## src/rtl/core/seek_target_step_core_assert.svh

```systemverilog
// Assertion macros used by the controller of the seek step core.
`ifndef SEEK_TARGET_STEP_CORE_ASSERT_SVH
`define SEEK_TARGET_STEP_CORE_ASSERT_SVH
`ifndef SYNTH
// Checked while reset is released.
`define STS_ASSERT(lbl, clk, rstn, prop) \
  lbl: assert property (@(posedge clk) disable iff (!rstn) prop) \
    else $error("seek step core assertion failed");
// Checked on every clock edge, reset included.
`define STS_ASSERT_ALWAYS(lbl, clk, prop) \
  lbl: assert property (@(posedge clk) prop) \
    else $error("seek step core assertion failed");
`else
`define STS_ASSERT(lbl, clk, rstn, prop)
`define STS_ASSERT_ALWAYS(lbl, clk, prop)
`endif
`endif

```

## src/rtl/core/sts_pkg.sv

```systemverilog
package sts_pkg;

  // Fixed-point formats.
  localparam int COORD_FRAC_BITS   = 4;
  localparam int HEADING_FRAC_BITS = 14;
  localparam int STEP_FRAC_BITS    = 8;
  localparam int LEN_EXTRA_BITS    = 8;
  localparam int STEP_SHIFT = HEADING_FRAC_BITS + STEP_FRAC_BITS - COORD_FRAC_BITS;

  // Unit heading and the short-vector fallback, round(0.01 * 2^14).
  localparam logic [15:0] HEAD_ONE      = 16'(1 << HEADING_FRAC_BITS);
  localparam logic [15:0] HEAD_FALLBACK = 16'(((1 << HEADING_FRAC_BITS) + 50) / 100);

  // Position after reset.
  localparam logic signed [15:0] START_RESET = 16'sd400;

  // Square root and divider widths.
  localparam int SQ_W   = 50;
  localparam int LEN_W  = 25;
  localparam int NUM_W  = 40;
  localparam int QUO_W  = 16;
  localparam int SQ_TOP = 48;

  // Register indexes.
  localparam logic CFG_START_X = 1'b0;
  localparam logic CFG_START_Y = 1'b1;

  // Datapath operations.
  typedef enum logic [3:0] {
    OP_NOP,
    OP_LOAD,
    OP_DIFF,
    OP_SQX,
    OP_SQY,
    OP_SQRT_INIT,
    OP_SQRT,
    OP_DIVX_INIT,
    OP_DIVY_INIT,
    OP_DIVX,
    OP_DIVY,
    OP_MULX,
    OP_MULY,
    OP_STEPY,
    OP_FALLBACK,
    OP_COMMIT
  } op_t;

  typedef struct packed {
    op_t  op;
    logic moved;
  } cmd_t;

  typedef struct packed {
    logic zero_vec;
    logic sqrt_last;
    logic div_last;
  } status_t;

endpackage

```

## src/rtl/core/sts_datapath.sv

```systemverilog
module sts_datapath (
  input  logic                    clk,
  input  logic                    rst_n,
  input  sts_pkg::cmd_t           cmd,
  input  logic signed [15:0]      target_x,
  input  logic signed [15:0]      target_y,
  input  logic [15:0]             step_length,
  output sts_pkg::status_t        status,
  output logic signed [15:0]      new_x,
  output logic signed [15:0]      new_y,
  output logic signed [15:0]      heading_x,
  output logic signed [15:0]      heading_y,
  output logic                    moved
);
  import sts_pkg::*;

  logic signed [15:0] tx_r, ty_r, pos_x_r, pos_y_r, pos_x_nxt, pos_y_nxt;
  logic [15:0]        step_r;
  logic signed [16:0] dx_r, dy_r, dx_nxt, dy_nxt;
  logic signed [15:0] hwx_r, hwy_r, lhx_r, lhy_r;
  logic signed [15:0] hwx_nxt, hwy_nxt, lhx_nxt, lhy_nxt;
  logic [31:0]        prod_r, prod_nxt;
  logic [32:0]        acc_r, acc_nxt;
  logic [SQ_W-1:0]    v_r, res_r, bit_r, v_nxt, res_nxt, bit_nxt, trial;
  logic [NUM_W-1:0]   num_r, dsh_r, num_nxt, dsh_nxt;
  logic [QUO_W-1:0]   q_r, q_nxt;
  logic [3:0]         cnt_r, cnt_nxt;
  logic signed [15:0] ox_r, oy_r, ohx_r, ohy_r, ox_nxt, oy_nxt, ohx_nxt, ohy_nxt;
  logic               om_r, om_nxt;
  logic [15:0]        mul_a, mul_b, mag_dx, mag_dy, mag_hx, mag_hy, mag_sel;
  logic               div_ge;
  logic [LEN_W-1:0]   len_s;
  logic [QUO_W-1:0]   q_clamp;
  logic signed [15:0] head_new;
  logic               neg_sel;
  logic signed [15:0] step_pos, step_sum_sat;
  logic               step_neg;
  logic [13:0]        delta;
  logic signed [17:0] step_sum;

  assign mag_dx = dx_r[16] ? 16'(-dx_r) : dx_r[15:0];
  assign mag_dy = dy_r[16] ? 16'(-dy_r) : dy_r[15:0];
  assign mag_hx = hwx_r[15] ? 16'(-hwx_r) : hwx_r;
  assign mag_hy = hwy_r[15] ? 16'(-hwy_r) : hwy_r;
  assign len_s  = res_r[LEN_W-1:0];

  // Shared multiplier operand select.
  always_comb begin
    unique case (cmd.op)
      OP_SQX:  begin mul_a = mag_dx; mul_b = mag_dx; end
      OP_SQY:  begin mul_a = mag_dy; mul_b = mag_dy; end
      OP_MULX: begin mul_a = mag_hx; mul_b = step_r; end
      OP_MULY: begin mul_a = mag_hy; mul_b = step_r; end
      default: begin mul_a = '0;     mul_b = '0;     end
    endcase
  end

  // Divider step and the rounded, clamped, signed quotient.
  always_comb begin
    div_ge   = (num_r >= dsh_r);
    q_nxt    = {q_r[QUO_W-2:0], div_ge};
    q_clamp  = (q_nxt > HEAD_ONE) ? HEAD_ONE : q_nxt;
    neg_sel  = (cmd.op == OP_DIVY) ? dy_r[16] : dx_r[16];
    head_new = neg_sel ? -$signed(q_clamp) : $signed(q_clamp);
  end

  // Step: round half away from zero, then add and saturate.
  always_comb begin
    step_neg = (cmd.op == OP_MULY) ? hwx_r[15] : hwy_r[15];
    step_pos = (cmd.op == OP_MULY) ? pos_x_r : pos_y_r;
    delta    = 14'((prod_r + 32'(1 << (STEP_SHIFT - 1))) >> STEP_SHIFT);
    step_sum = 18'(step_pos) + (step_neg ? -$signed({4'b0, delta}) : $signed({4'b0, delta}));
    if (step_sum > 18'sd32767) begin
      step_sum_sat = 16'sh7fff;
    end else if (step_sum < -18'sd32768) begin
      step_sum_sat = -16'sh8000;
    end else begin
      step_sum_sat = step_sum[15:0];
    end
  end

  // Register updates for each operation.
  always_comb begin
    pos_x_nxt = pos_x_r; pos_y_nxt = pos_y_r;
    dx_nxt = dx_r; dy_nxt = dy_r;
    hwx_nxt = hwx_r; hwy_nxt = hwy_r;
    lhx_nxt = lhx_r; lhy_nxt = lhy_r;
    prod_nxt = prod_r; acc_nxt = acc_r;
    v_nxt = v_r; res_nxt = res_r; bit_nxt = bit_r;
    num_nxt = num_r; dsh_nxt = dsh_r; cnt_nxt = cnt_r;
    ox_nxt = ox_r; oy_nxt = oy_r; ohx_nxt = ohx_r; ohy_nxt = ohy_r; om_nxt = om_r;
    trial = res_r + bit_r;
    mag_sel = (cmd.op == OP_DIVY_INIT) ? mag_dy : mag_dx;
    unique case (cmd.op)
      OP_LOAD: begin
        dx_nxt = 17'(target_x) - 17'(pos_x_r);
        dy_nxt = 17'(target_y) - 17'(pos_y_r);
      end
      OP_DIFF: begin
        dx_nxt = 17'(tx_r) - 17'(pos_x_r);
        dy_nxt = 17'(ty_r) - 17'(pos_y_r);
      end
      OP_SQX: prod_nxt = mul_a * mul_b;
      OP_SQY: begin
        prod_nxt = mul_a * mul_b;
        acc_nxt  = 33'(prod_r);
      end
      OP_SQRT_INIT: begin
        v_nxt   = SQ_W'(acc_r + 33'(prod_r)) << (2 * LEN_EXTRA_BITS);
        res_nxt = '0;
        bit_nxt = SQ_W'(1) << SQ_TOP;
      end
      OP_SQRT: begin
        if (v_r >= trial) begin
          v_nxt   = v_r - trial;
          res_nxt = (res_r >> 1) + bit_r;
        end else begin
          res_nxt = res_r >> 1;
        end
        bit_nxt = bit_r >> 2;
      end
      OP_DIVX_INIT, OP_DIVY_INIT: begin
        num_nxt = (NUM_W'(mag_sel) << (HEADING_FRAC_BITS + LEN_EXTRA_BITS))
                  + NUM_W'(len_s >> 1);
        dsh_nxt = NUM_W'(len_s) << (QUO_W - 1);
        cnt_nxt = 4'(QUO_W - 1);
      end
      OP_DIVX, OP_DIVY: begin
        if (div_ge) begin
          num_nxt = num_r - dsh_r;
        end
        dsh_nxt = dsh_r >> 1;
        cnt_nxt = cnt_r - 4'd1;
        if (cnt_r == '0) begin
          if (cmd.op == OP_DIVX) begin
            hwx_nxt = head_new;
          end else begin
            hwy_nxt = head_new;
          end
        end
      end
      OP_MULX: prod_nxt = mul_a * mul_b;
      OP_MULY: begin
        prod_nxt  = mul_a * mul_b;
        pos_x_nxt = step_sum_sat;
      end
      OP_STEPY: pos_y_nxt = step_sum_sat;
      OP_FALLBACK: begin
        hwx_nxt = HEAD_FALLBACK;
        hwy_nxt = HEAD_FALLBACK;
      end
      OP_COMMIT: begin
        ox_nxt = pos_x_r;
        oy_nxt = pos_y_r;
        om_nxt = cmd.moved;
        if (cmd.moved) begin
          lhx_nxt = hwx_r; lhy_nxt = hwy_r;
          ohx_nxt = hwx_r; ohy_nxt = hwy_r;
        end else begin
          ohx_nxt = lhx_r; ohy_nxt = lhy_r;
        end
      end
      default: ;
    endcase
  end

  // Architectural state.
  always_ff @(posedge clk) begin
    if (!rst_n) begin
      pos_x_r <= START_RESET;
      pos_y_r <= START_RESET;
      lhx_r   <= '0;
      lhy_r   <= '0;
    end else begin
      pos_x_r <= pos_x_nxt;
      pos_y_r <= pos_y_nxt;
      lhx_r   <= lhx_nxt;
      lhy_r   <= lhy_nxt;
    end
  end

  // Working and output registers.
  always_ff @(posedge clk) begin
    if (cmd.op == OP_LOAD) begin
      tx_r   <= target_x;
      ty_r   <= target_y;
      step_r <= step_length;
    end
    dx_r <= dx_nxt; dy_r <= dy_nxt;
    hwx_r <= hwx_nxt; hwy_r <= hwy_nxt;
    prod_r <= prod_nxt; acc_r <= acc_nxt;
    v_r <= v_nxt; res_r <= res_nxt; bit_r <= bit_nxt;
    num_r <= num_nxt; dsh_r <= dsh_nxt; cnt_r <= cnt_nxt; q_r <= q_nxt;
    ox_r <= ox_nxt; oy_r <= oy_nxt; ohx_r <= ohx_nxt; ohy_r <= ohy_nxt; om_r <= om_nxt;
  end

  assign status.zero_vec  = (dx_r == '0) && (dy_r == '0);
  assign status.sqrt_last = bit_r[0];
  assign status.div_last  = (cnt_r == '0);

  assign new_x     = ox_r;
  assign new_y     = oy_r;
  assign heading_x = ohx_r;
  assign heading_y = ohy_r;
  assign moved     = om_r;

endmodule

```

## src/rtl/core/sts_ctrl.sv

```systemverilog
module sts_ctrl (
  input  logic             clk,
  input  logic             rst_n,
  input  logic             in_valid,
  output logic             in_ready,
  output logic             out_valid,
  input  logic             out_ready,
  input  sts_pkg::status_t status,
  output sts_pkg::cmd_t    cmd
);
  import sts_pkg::*;

  typedef enum logic [16:0] {
    ST_IDLE      = 17'h00001,
    ST_CHECK     = 17'h00002,
    ST_SQX       = 17'h00004,
    ST_SQY       = 17'h00008,
    ST_SQRT_INIT = 17'h00010,
    ST_SQRT      = 17'h00020,
    ST_DIVX_INIT = 17'h00040,
    ST_DIVX      = 17'h00080,
    ST_DIVY_INIT = 17'h00100,
    ST_DIVY      = 17'h00200,
    ST_MULX      = 17'h00400,
    ST_MULY      = 17'h00800,
    ST_STEPY     = 17'h01000,
    ST_LOAD2     = 17'h02000,
    ST_CHECK2    = 17'h04000,
    ST_FALLBACK  = 17'h08000,
    ST_DONE      = 17'h10000
  } state_t;

  state_t state_r, state_nxt;
  logic   pass2_r, pass2_nxt;
  logic   out_valid_r, out_valid_nxt;

  assign in_ready  = (state_r == ST_IDLE);
  assign out_valid = out_valid_r;

  // Sequencer: one request through difference, root, divide and step, then difference, root and divide again.
  always_comb begin
    state_nxt     = state_r;
    pass2_nxt     = pass2_r;
    out_valid_nxt = out_valid_r && !out_ready;
    cmd.op        = OP_NOP;
    cmd.moved     = pass2_r;
    unique case (state_r)
      ST_IDLE: begin
        if (in_valid) begin
          cmd.op    = OP_LOAD;
          pass2_nxt = 1'b0;
          state_nxt = ST_CHECK;
        end
      end
      ST_CHECK:     state_nxt = status.zero_vec ? ST_DONE : ST_SQX;
      ST_SQX:       begin cmd.op = OP_SQX;       state_nxt = ST_SQY;       end
      ST_SQY:       begin cmd.op = OP_SQY;       state_nxt = ST_SQRT_INIT; end
      ST_SQRT_INIT: begin cmd.op = OP_SQRT_INIT; state_nxt = ST_SQRT;      end
      ST_SQRT: begin
        cmd.op = OP_SQRT;
        if (status.sqrt_last) begin
          state_nxt = ST_DIVX_INIT;
        end
      end
      ST_DIVX_INIT: begin cmd.op = OP_DIVX_INIT; state_nxt = ST_DIVX; end
      ST_DIVX: begin
        cmd.op = OP_DIVX;
        if (status.div_last) begin
          state_nxt = ST_DIVY_INIT;
        end
      end
      ST_DIVY_INIT: begin cmd.op = OP_DIVY_INIT; state_nxt = ST_DIVY; end
      ST_DIVY: begin
        cmd.op = OP_DIVY;
        if (status.div_last) begin
          state_nxt = pass2_r ? ST_DONE : ST_MULX;
        end
      end
      ST_MULX:  begin cmd.op = OP_MULX;  state_nxt = ST_MULY;  end
      ST_MULY:  begin cmd.op = OP_MULY;  state_nxt = ST_STEPY; end
      ST_STEPY: begin cmd.op = OP_STEPY; state_nxt = ST_LOAD2; end
      ST_LOAD2: begin
        cmd.op    = OP_DIFF;
        pass2_nxt = 1'b1;
        state_nxt = ST_CHECK2;
      end
      ST_CHECK2:   state_nxt = status.zero_vec ? ST_FALLBACK : ST_SQX;
      ST_FALLBACK: begin cmd.op = OP_FALLBACK; state_nxt = ST_DONE; end
      ST_DONE: begin
        if (!out_valid_r || out_ready) begin
          cmd.op        = OP_COMMIT;
          out_valid_nxt = 1'b1;
          state_nxt     = ST_IDLE;
        end
      end
      default: state_nxt = ST_IDLE;
    endcase
  end

  always_ff @(posedge clk) begin
    if (!rst_n) begin
      state_r     <= ST_IDLE;
      pass2_r     <= 1'b0;
      out_valid_r <= 1'b0;
    end else begin
      state_r     <= state_nxt;
      pass2_r     <= pass2_nxt;
      out_valid_r <= out_valid_nxt;
    end
  end

`include "seek_target_step_core_assert.svh"
  `STS_ASSERT(a_accept_starts, clk, rst_n, (in_valid && in_ready) |=> (state_r == ST_CHECK))
  `STS_ASSERT(a_root_to_div, clk, rst_n, (state_r == ST_SQRT && status.sqrt_last) |=> (state_r == ST_DIVX_INIT))
  `STS_ASSERT(a_result_from_done, clk, rst_n, $rose(out_valid_r) |-> ($past(state_r) == ST_DONE))

endmodule

```

## src/rtl/core/seek_target_step_core.sv

```systemverilog
// Walks a Q11.4 point one step per request toward a target and reports the
// new position and the Q1.14 unit heading from it to the target. A request
// that moves runs two square roots and four divisions on one shared unit set,
// or one root and two divisions when the step lands exactly on the target,
// plus multiply, step and sequencing states. A request already at the target
// goes from the check straight to the last state. A result that finds the
// output register still occupied waits in the last state until that register
// drains. One request is in work at a time. The next request can be taken in
// the cycle after its result is registered, while that result may still wait
// in the output register. The position resets to 400 and the cfg write port
// is left unconnected, so writes to the start registers are not visible.
module seek_target_step_core (
  input  logic        clk,
  input  logic        rst_n,
  input  logic        in_tvalid,
  output logic        in_tready,
  input  logic [47:0] in_tdata,   // target_x[15:0], target_y[31:16], step_length[47:32]
  output logic        out_tvalid,
  input  logic        out_tready,
  output logic [71:0] out_tdata,  // new_x, new_y, heading_x, heading_y, moved[64], zeros
  input  logic        cfg_we,
  input  logic        cfg_addr,
  input  logic [15:0] cfg_wdata
);
  import sts_pkg::*;

  cmd_t               cmd;
  status_t            status;
  logic signed [15:0] new_x, new_y, heading_x, heading_y;
  logic               moved;

  sts_ctrl u_ctrl (
    .clk       (clk),
    .rst_n     (rst_n),
    .in_valid  (in_tvalid),
    .in_ready  (in_tready),
    .out_valid (out_tvalid),
    .out_ready (out_tready),
    .status    (status),
    .cmd       (cmd)
  );

  sts_datapath u_dp (
    .clk         (clk),
    .rst_n       (rst_n),
    .cmd         (cmd),
    .target_x    (in_tdata[15:0]),
    .target_y    (in_tdata[31:16]),
    .step_length (in_tdata[47:32]),
    .status      (status),
    .new_x       (new_x),
    .new_y       (new_y),
    .heading_x   (heading_x),
    .heading_y   (heading_y),
    .moved       (moved)
  );

  assign out_tdata = {7'b0, moved, heading_y, heading_x, new_y, new_x};

endmodule

```

## config.mk

```make
export PLATFORM = sky130hd
export DESIGN_NAME = seek_target_step_core
export DESIGN_NICKNAME = d
export VERILOG_FILES = /design/src/rtl/core/sts_pkg.sv /design/src/rtl/core/sts_datapath.sv /design/src/rtl/core/sts_ctrl.sv /design/src/rtl/core/seek_target_step_core.sv
export VERILOG_INCLUDE_DIRS = /design/src /design/src/rtl/core
export SDC_FILE = /design/constraint.sdc
export NUM_CORES = 2
export LEC_CHECK = 0
export ABC_AREA = 1
export BUFFER_PORTS_ARGS = -buffer_cell sky130_fd_sc_hd__buf_2
export CORE_UTILIZATION = 55
export DETAILED_ROUTE_END_ITERATION = 6
export PLACE_DENSITY = 0.72
export SYNTH_ARGS = -nofsm -noshare
export SYNTH_HDL_FRONTEND = slang
export SYNTH_HIERARCHICAL = 1
export SYNTH_SLANG_ARGS = --single-unit
```

## constraint.sdc

```tcl
create_clock -name clk -period 11.8 [get_ports clk]
set_clock_uncertainty 0.15 [all_clocks]
set_input_delay 1.18 -clock clk [delete_from_list [all_inputs] [get_ports clk]]
set_output_delay 1.18 -clock clk [all_outputs]
set_load 0.1 [all_outputs]
```

==> flow_metrics.tcl <==
set metrics [dict create \
    fmax_mhz 102.0 \
    setup_viol 0 \
    status "complete, no violations" \
    fill_cells 7725 \
    core_area_sq_um 84090 \
    cts_tree "done" \
    htree_levels 3 \
    yosysSeqAreaShare 0.3304 \
    slew_viol_final 0 \
    critPathKind "reg2reg" \
    crit_required_ns 12.01 \
    via_count 40946 \
    stdcell_count 7320 \
    avgRoutedWirePerCell_um 18.60 \
    worst_setup_path_end_kind "register" \
    path_max_fanout 16 \
    dp_hpwl_um 107200 \
    yosys_most_used_dff "edfxtp_1" \
    dp.cells 7201 \
    max_cap_viol_count 0 \
    drtIter0Drc 3754 \
    die_w_um 294.4 \
    antenna_cells 0 \
    drive_gt1_frac 0.06466 \
    cts_hold_buf 0 \
    gr-usage-met3 0.04268 \
    numCtsBuffers 66 \
    area_delta_synth_final_pct 8.363 \
    track_usage 0.3139 \
    synthTopCellsByCount "nand2_1, inv_1, nor2_1" \
    synth_area_sq_um 47020 \
    boundaryPins 144 \
    grt-busiest-layer "met2" \
    r2r_setup_slack_ns 1.99 \
    synth_warnings 6 \
    totalWireLength_um 136200 \
    period_share 0.8311 \
    arrival_ns 10.02 \
    cp_top_family "simple AND/OR/NAND/NOR gates" \
    use_met2 0.5050 \
    critPathBufInv 4 \
    drc_errors 0 \
    nets 6743 \
    finalWeightedCongestion 0.9814 \
    tightestPinTransition_ns 1.248 \
    synth_edf_count 452 \
    grt_pass1_vias 38981 \
    crit_top_cell "fa_1" \
    clkSinkCount 550 \
    dieArea_sq_um 86670 \
    grt_use_met1 0.4297 \
    synthMostInstantiatedCell "nand2_1" \
    syn_avg_cell_area_sq_um 7.769 \
    hp-class "reg2reg" \
    powerDensity_nw_per_um2 135.7 \
    initial_core_util 0.5592 \
    synth.area.top_cells "edfxtp_1, nand2_1, ha_1, fa_1, inv_1" \
    overflow 0 \
    layout_setup_ws_ns 1.993 \
    cts_root_buf "clkbuf_16" \
    dp_slack_ns 1.770 \
    antenna_found_initial 4 \
    grt_max_degree 104 \
    rsz0062_at_grt "no" \
    viasPerCell 5.594 \
    die_y_um 294.4 \
    yosys.area.top_type_share 0.2886 \
    async_flop_share 0 \
    cts_setup_buffers 0 \
    clk_path_buf_depth 3 \
    path_clk_slew_ns 0.06 \
    slowest_stage "nor2_1" \
    cp-start-kind "register" \
    slew_headroom 0.1681 \
    firstDrtPassIters 6 \
    power.leakage_nw 22.85 \
    grt_pass1_wl_um 213100 \
    synthCells 6053 \
    postRouteAntennaNets 0 \
    ys_types 67 \
    clk_latency_ns 0.64 \
    port_buffers 118 \
    ctsResizeCount 0 \
    tns_ns 0 \
    synth-seq-cells 550 \
    hold_violations 0 \
    ir_drop_v 0.0001523 \
    cpPeakStageDelay_ns 0.90 \
    rows 106 \
    period_minus_slack_ns 9.807 \
    yosys.area.top_type "edfxtp_1" \
]
## state kept, by name (all words and copies together) (netlist names), 17 cells and up
register,flops
u_dp/dsh_r,40
u_dp/v_r,50
u_dp/bit_r,25
u_ctrl/state_r,17
u_dp/res_r,50
u_dp/dy_r,17
u_dp/dx_r,17
u_dp/acc_r,32
u_dp/num_r,40
u_dp/prod_r,32
## through the flow
stage	hold WS (ns)	total power, mW	util	cell area [sq um]
6_report	0.2127	6.913	0.6060	50960
5_1_grt	0.2351	7.259	0.6060	50960
2_1_floorplan	0.1817	4.107	-	47050
3_3_place_gp	0.1867	4.735	0.5788	48670
4_1_cts	0.2146	6.914	0.6060	50960
3_5_place_dp	0.2013	4.768	0.5788	48670
## placed cells by master (no fill, tap or decap), types with 23 or more instances in the layout
cell type,instances
nand2_1,1278
inv_1,994
nor2_1,582
a21oi_1,466
edfxtp_1,452
o21ai_0,435
ha_1,337
nand3_1,278
fa_1,201
xor2_1,124
buf_2,118
dfxtp_1,97
xnor2_1,91
nand4_1,68
clkbuf_16,66
nor3_1,57
a21o_1,41
o21ai_1,37
o21bai_1,36
a31oi_1,32
mux2_2,30
buf_4,24
nand3b_1,23
nor4_1,23
## report_power, final
group / internal [mW] / switching (mW)
clock network: 1.22 / 0.904
logic: 0.604 / 1.56
registers: 2.47 / 0.158
total: 4.29 / 2.62
## per-layer routing
metal  vias up  share of wire
met5         -        0.00028
met1     19121           0.44
met2      1456           0.45
met4         6          0.037
met3       271          0.072
li1      20092              -
## cell families after synthesis
logic type / Yosys count / share of synthesized area
simple gates: 2408 / 0.2170
fa+ha+maj: 538 / 0.1752
buf+inv: 1149 / 0.09422
other cells: 1 / 0.00007975
compound gates: 1160 / 0.1354
mux: 32 / 0.007610
flops: 550 / 0.3304
xor+xnor: 215 / 0.04004
## final cells by class
type	count	area, sq um	share of cell area
sequential	550	15540	0.3049
multi-input combinational	4360	27130	0.5325
tap	1134	1419	0.02784
clock inverter	44	583.1	0.01144
clock buffer	75	1705	0.03347
timing repair buffer	142	770.7	0.01513
inverter	1015	3810	0.07477
## final timing paths
kind	to	depth (start not counted)	startpoint
worst max-delay path	u_dp/prod_r[28]	32	u_ctrl/state_r[9]
worst min-delay path	u_dp/q_r[14]	0	u_dp/q_r[13]
worst max register to register	u_dp/prod_r[28]	32	u_ctrl/state_r[9]
worst min register to register	u_dp/q_r[14]	0	u_dp/q_r[13]
(Power assumes the default switching activity.)
